### src/rtl/dva_pkg.sv
package dva_pkg;

  localparam int MAG_W      = 24;
  localparam int SQ_W       = 2 * MAG_W;
  localparam int DSQ_W      = SQ_W + 2;
  localparam int DIST_W     = 20;
  localparam int DSQR_W     = 2 * DIST_W;
  localparam int RAD_W      = DIST_W + 1;
  localparam int RADSQ_W    = 2 * RAD_W;
  localparam int VOL_W      = 16;
  localparam int MODE_W     = 5;
  localparam int CFG_W      = 32;
  localparam int IDX_W      = 3;
  localparam int NUM_LANES  = 3;
  localparam int DIV_STEPS  = 16;
  localparam int LANE_LAT   = DIV_STEPS + 4;
  localparam int PIPE_DEPTH = LANE_LAT + 3;

  localparam logic [RAD_W-1:0]  ACTIVATION_MARGIN = RAD_W'(5120);
  localparam logic [DIST_W-1:0] DEFAULT_RADIUS    = DIST_W'(25600);
  localparam logic [VOL_W-1:0]  UNITY_VOLUME      = VOL_W'(32768);

  localparam logic [MODE_W-1:0] MODE_RESET = MODE_W'(17);
  localparam logic [CFG_W-1:0]  VOL_RESET  = CFG_W'(32'h4000_8000);
  localparam logic [DIST_W-1:0] NEAR_RESET = DIST_W'(7680);
  localparam logic [DIST_W-1:0] FAR_RESET  = DIST_W'(25600);

  localparam logic [IDX_W-1:0] REG_MODE   = 3'd0;
  localparam logic [IDX_W-1:0] REG_VOLUME = 3'd1;
  localparam logic [IDX_W-1:0] REG_NEAR_X = 3'd2;
  localparam logic [IDX_W-1:0] REG_NEAR_Y = 3'd3;
  localparam logic [IDX_W-1:0] REG_NEAR_Z = 3'd4;
  localparam logic [IDX_W-1:0] REG_FAR_X  = 3'd5;
  localparam logic [IDX_W-1:0] REG_FAR_Y  = 3'd6;
  localparam logic [IDX_W-1:0] REG_FAR_Z  = 3'd7;

  typedef struct packed {
    logic [DSQR_W-1:0] dnsq;
    logic [DSQR_W-1:0] dfsq;
    logic [DSQR_W-1:0] dden;
    logic [VOL_W-1:0]  vn;
    logic [VOL_W-1:0]  vf;
  } lane_cfg_t;

  // one restoring step: {next remainder, quotient bit}
  function automatic logic [DSQR_W:0] div_step(input logic [DSQR_W-1:0] rem,
                                               input logic [DSQR_W-1:0] den);
    logic [DSQR_W:0] sh;
    logic [DSQR_W:0] dif;
    sh  = {rem, 1'b0};
    dif = sh - {1'b0, den};
    if (sh >= {1'b0, den}) begin
      return {dif[DSQR_W-1:0], 1'b1};
    end
    return {sh[DSQR_W-1:0], 1'b0};
  endfunction

endpackage

### src/rtl/dva_merge.sv
module dva_merge
  import dva_pkg::*;
(
  input  logic [MODE_W-1:0] mode,
  input  logic [VOL_W-1:0]  lane_res [NUM_LANES],
  output logic [VOL_W-1:0]  factor
);

  logic             spheric;
  logic [VOL_W-1:0] mx;

  assign spheric = mode[0] || (mode[3:1] == 3'b000);

  always_comb begin
    mx = '0;
    for (int a = 0; a < NUM_LANES; a++) begin
      if (mode[a+1] && lane_res[a] > mx) begin
        mx = lane_res[a];
      end
    end
    if (mx > UNITY_VOLUME) begin
      mx = UNITY_VOLUME;
    end
    factor = spheric ? lane_res[0] : mx;
  end

endmodule
### config.mk
export PLATFORM = sky130hd
export DESIGN_NAME = dva_merge
export DESIGN_NICKNAME = d
export VERILOG_FILES = /design/src/rtl/dva_pkg.sv /design/src/rtl/dva_merge.sv
export SDC_FILE = /design/constraint.sdc
export NUM_CORES = 1
export LEC_CHECK = 0
export BUFFER_PORTS_ARGS = -buffer_cell sky130_fd_sc_hd__buf_2
export CAP_MARGIN = 20
export CORE_ASPECT_RATIO = 1.5
export CORE_MARGIN = 10
export CORE_UTILIZATION = 48
export DETAILED_ROUTE_END_ITERATION = 8
export GPL_TIMING_DRIVEN = 0
export PLACE_DENSITY = 0.86
export RECOVER_POWER = 25
export SLEW_MARGIN = 20
export SYNTH_ARGS = -nofsm -noshare
export SYNTH_HDL_FRONTEND = slang
export SYNTH_SLANG_ARGS = --single-unit
### constraint.sdc
create_clock -name vclk -period 14.85
set_input_delay 1.485 -clock vclk [all_inputs]
set_output_delay 1.485 -clock vclk [all_outputs]
set_load 0.05 [all_outputs]
* Word-level counts from Yosys, hierarchy flattened *
Cells that the tools add are included.

storage, ports and cells
  latch bits = 0
  memories kept = 0
  output and inout port bits = 16
  bits in registers = 0
  bits in read-only memories = 0
  RAM bits = 0

cells by class
  magnitude comparators = 4
  add/subtract/negate cells = 0
  eq/ne operators = 0
  shift-type cells = 0
  reductions and logical operators = 5
  bitwise gates (word level) = 0
  multiply operators = 0
  divide/modulo/power cells = 0
  muxes and demuxes = 5

operator list
  cell                                                                              number
  16-bit 2-to-1 mux                                                                 5
  16-bit greater-than comparator                                                    2
  16-bit by 1-bit greater-than comparator with 1-bit output, second input constant  1
  16-bit greater-than comparator, second input constant                             1
  1-bit logical AND                                                                 3
  3-bit logical NOT                                                                 1
  1-bit logical OR                                                                  1

* Logic depth before layout (Yosys ltp) *
  depth in word-level cells = 12
  gate-level depth with buffers = 21

* Worst setup path before layout *
OpenSTA, ideal clock, no wires.

  kind = input -> output
  start point = in mode[1]
  end point = out factor[3]
  data arrival time = 6966 ps
  stages on the path = 21
  path slack = 6399 ps
  path through = clkbuf_1 > buf_1 > nand2_1 > ha_1 > nand4_1 > or4_4 > a21o_1 > a31oi_2 > clkbuf_1 > and2_1 > nor2_1 > ha_1 > nand4_1 > or4_1 > o21ai_1 > a31oi_1 > buf_2 > nor2_1 > buf_1 > o21ai_0 > a211oi_1

between the ends
  longest elaborated chain between the ends = 11

ends and longest elaborated chain
  item                            RTL line         text
  from (decl)                     dva_merge.sv:4   input logic [MODE_W-1:0] mode,
  1-bit logical AND               dva_merge.sv:17  if (mode[a+1] && lane_res[a] > mx) begin
  16-bit 2-to-1 mux               dva_merge.sv:17
  16-bit greater-than comparator  dva_merge.sv:17
  1-bit logical AND               dva_merge.sv:17
  16-bit 2-to-1 mux               dva_merge.sv:17
  16-bit greater-than comparator  dva_merge.sv:17
  1-bit logical AND               dva_merge.sv:17
  16-bit 2-to-1 mux               dva_merge.sv:17
  16-bit greater-than comparator  dva_merge.sv:21  if (mx > UNITY_VOLUME) begin
  16-bit 2-to-1 mux               dva_merge.sv:21
  16-bit 2-to-1 mux *             dva_merge.sv:24  factor = spheric ? lane_res[0] : mx;
  to (decl)                       dva_merge.sv:6   output logic [VOL_W-1:0] factor

Every way passes the cells marked *; elsewhere a longest branch is shown, timed or not.

* Worst setup path after layout *
  start point = in mode[1]
  end point = out factor[2]

Same word-level chain as after synthesis.

==> flow_summary.ini <==
[outcome]
status = finished, violations left
violations = capacitance limit, slew limit

[layout]
multi_input_area_um2 = 1500
filler_cells_inserted = 342
finalNetCount = 402
stdcell_area_um2 = 1990
area_growth_syn_to_layout_pct = 22.5
antenna_fix_cells = 0
layout-drive-gt1-share_pct = 25.1
n_sequential_cell = 0
sequential_cell_area_um2 = 0
postLayoutCoreUtil_pct = 62.2
nClkBuffers = 0

[timing]
timing_worst_slew_pin_value_ns = 1.55
final.period_utilization_pct = 63.6
relative_max_transition_margin_pct = -6.01
max_slew_vio_count = 7
setup_repair_after_global_routing_missed_its_margin = false
report.final.setup_viol = 0
max_clock_freq_mhz = 106
timing.setup.tns_ns = 0
min_cycle_time_layout_ns = 9.45
timing_hold_violations_final = 0

[global_routing]
grt_pass1_vias = 2211
initial_antenna_violation_count = 0
global_route.overflow_total = 0
grt_first_pass_wirelength_mm = 9.45
largest_net_degree_at_the_start_of_global_routing = 11
groute.usage.overall_pct = 18.3

[min_path]
min_delay_worst_endpoint = factor[9]
hp-class = in2out
start_point_of_the_worst_hold_path = lane_res[41]
min_delay_path_depth = 4

[die]
boundaryPins = 69
die_area_um2 = 6150
chipWidth_um = 67.5
start_util_pct = 50.8
placeable_core_region_um2 = 3190
vert_die_dim_um = 91.2
rows = 25

[placed_design]
place.detailed.hpwl_mm = 5.38
post_dp_cell_area_um2 = 2010
numPortBuffers = 67
routabilityCongestion = 0.941

[yosys]
synth_fp_nets = 333
avgSynthCellArea_um2 = 6.54
synth-warning-count = 0
synth_top_cells_by_area = ha_1 25%, nand2_1 9.0%, nor2_1 5.6%
seq_area_frac_synth_pct = 0
netlist.top_cell.by_area = ha_1
mappedNetlistArea_um2 = 1620
synth_top_area_share_pct = 24.7
synthesis.instances = 248
yosysUniqueCellTypes = 43

[drt]
wl_per_cell_um = 16.9
routed_via_density = 6.13
drt_wl_total_mm = 5.98
antenna_nets_post_route = 0
drt_iter0_drc = 119
drt_drc_violations_left = 0
vias = 2175
dr.pass1.iters = 4

[setup_path]
most_frequent_cp_cell = clkbuf_1
cpPeakStageDelay_ns = 1.33
setup.worst_path.start_class = input port
timing.critical_path.to_type = primary output
cpMaxStageDelayCell = a2111oi_0
timing.critical_path.cells = clkbuf_1 -> clkbuf_1 -> nand2_1 -> ha_1 -> nand4_1 -> or4_4 -> a21o_1 -> a31oi_2 -> clkbuf_1 -> and2_1 -> nor2_1 -> ha_1 -> nand4_1 -> or4_1 -> a21o_1 -> a31oi_1 -> inv_1 -> a2111oi_0 -> nor3_1 -> clkbuf_1
worst-endpoint-required_ns = 13.36
critPathArrivalTime_ns = 7.97
critical_path.max_fanout = 10
crit_type = in2out

[cts]
buffers_inserted_by_post_cts_timing_repair = 0
post_cts_resized = 0
hold_buffers = 0

[power]
cellPowerDensity_nw_per_um2 = 49.7
max_rail_drop_vdd_v = 0.0000243
leakage_nw = 0.956

[job]
max_cap_viol = 1
==> worst max-delay path, delay by kind of cell <==
| family | cells | cell delay (ns) |
|---|---|---|
| AND/OR/NAND/NOR | 8 | 1.91 |
| AO/OA/AOI/OAI | 5 | 2.36 |
| buffers and inverters | 5 | 1.56 |
| adder cells (fa/ha/maj) | 2 | 0.63 |
==> how the worst max path moves through the flow <==
| stage | depth (start not counted) | endpoint | start | slack, ns |
|---|---|---|---|---|
| 5_1_grt | 20 | factor[2] | mode[1] | 4.85 |
| 3_5_place_dp | 22 | factor[3] | mode[1] | 6.16 |
| 4_1_cts | 22 | factor[3] | mode[1] | 6.14 |
| 2_1_floorplan | 21 | factor[3] | mode[1] | 6.40 |
| 3_3_place_gp | 22 | factor[3] | mode[1] | 6.28 |
| 6_report | 20 | factor[2] | mode[1] | 5.40 |
==> cell usage in the layout (no fill, tap or decap), types with 2 or more instances in the layout <==
cell / count
buf_2: 68
nand2_1: 39
ha_1: 32
nor2_1: 24
a21oi_1: 17
inv_1: 12
o21ai_0: 12
and2_1: 10
nand3_1: 10
a31oi_1: 9
nor4_1: 9
clkbuf_1: 8
nand4_1: 7
nor3_1: 7
and3_1: 6
a221oi_1: 5
mux2i_1: 4
a211oi_1: 3
nor2b_1: 2
o211ai_1: 2
a21o_1: 2
mux2_2: 2
nand3b_1: 2
o21ai_1: 2
a21boi_0: 2
a311oi_2: 2
==> report_power, final <==
part	internal [W]	switching [W]	total (W)
combinational	0.0000329	0.0000659	0.0000988
sequential	0	0	0
clock	0	0	0
total	0.0000329	0.0000659	0.0000988
==> layout make-up <==
| class | count | share of cell area [%] |
|---|---|---|
| plain buffers | 12 | 2.96 |
| inverters | 12 | 2.27 |
| multi-input cells | 224 | 75.4 |
| well taps | 40 | 2.52 |
| repair buffers | 67 | 16.8 |
==> Yosys cell counts (2+ instances only) <==
cell,instances
a221oi_1,5
o21ai_1,2
a21boi_0,2
nand3_1,10
o211ai_1,2
and3_1,6
a31oi_1,9
a311oi_2,2
nor2b_1,2
o21ai_0,12
nor3_1,7
buf_1,2
and2_1,10
mux2i_1,4
nor4_1,9
ha_1,32
inv_1,12
nand4_1,7
nand3b_1,2
a21oi_1,17
a211oi_1,3
nor2_1,24
mux2_2,2
clkbuf_1,5
a21o_1,2
nand2_1,39
buf_2,3
==> per-layer routing <==
| metal | up-vias | GRT usage [%] | wire length [µm] |
|---|---|---|---|
| met5 | - | 0 | 0 |
| met4 | 0 | 7.73 | 257 |
| met3 | 22 | 2.21 | 372 |
| met2 | 83 | 34.3 | 3100 |
| met1 | 1000 | 19.1 | 2250 |
| li1 | 1070 | - | - |
==> metrics by stage <==
stage	std cells	hold WS [ns]	power [W]	worst slack [ns]
2_1_floorplan	248	3.27	0.0000696	6.40
3_3_place_gp	355	3.40	0.0000973	6.28
3_5_place_dp	355	3.41	0.0000992	6.16
4_1_cts	355	3.41	0.0000995	6.14
5_1_grt	355	3.42	0.000107	4.85
6_report	355	3.41	0.0000988	5.40
==> kinds of logic after synthesis <==
kind of cell / synth area share, %
mux: 5.25
simple gates: 36.2
compound gates: 27.4
buf+inv: 6.48
fa+ha+maj: 24.7
No activity file was read; power rests on OpenSTA's default activity.
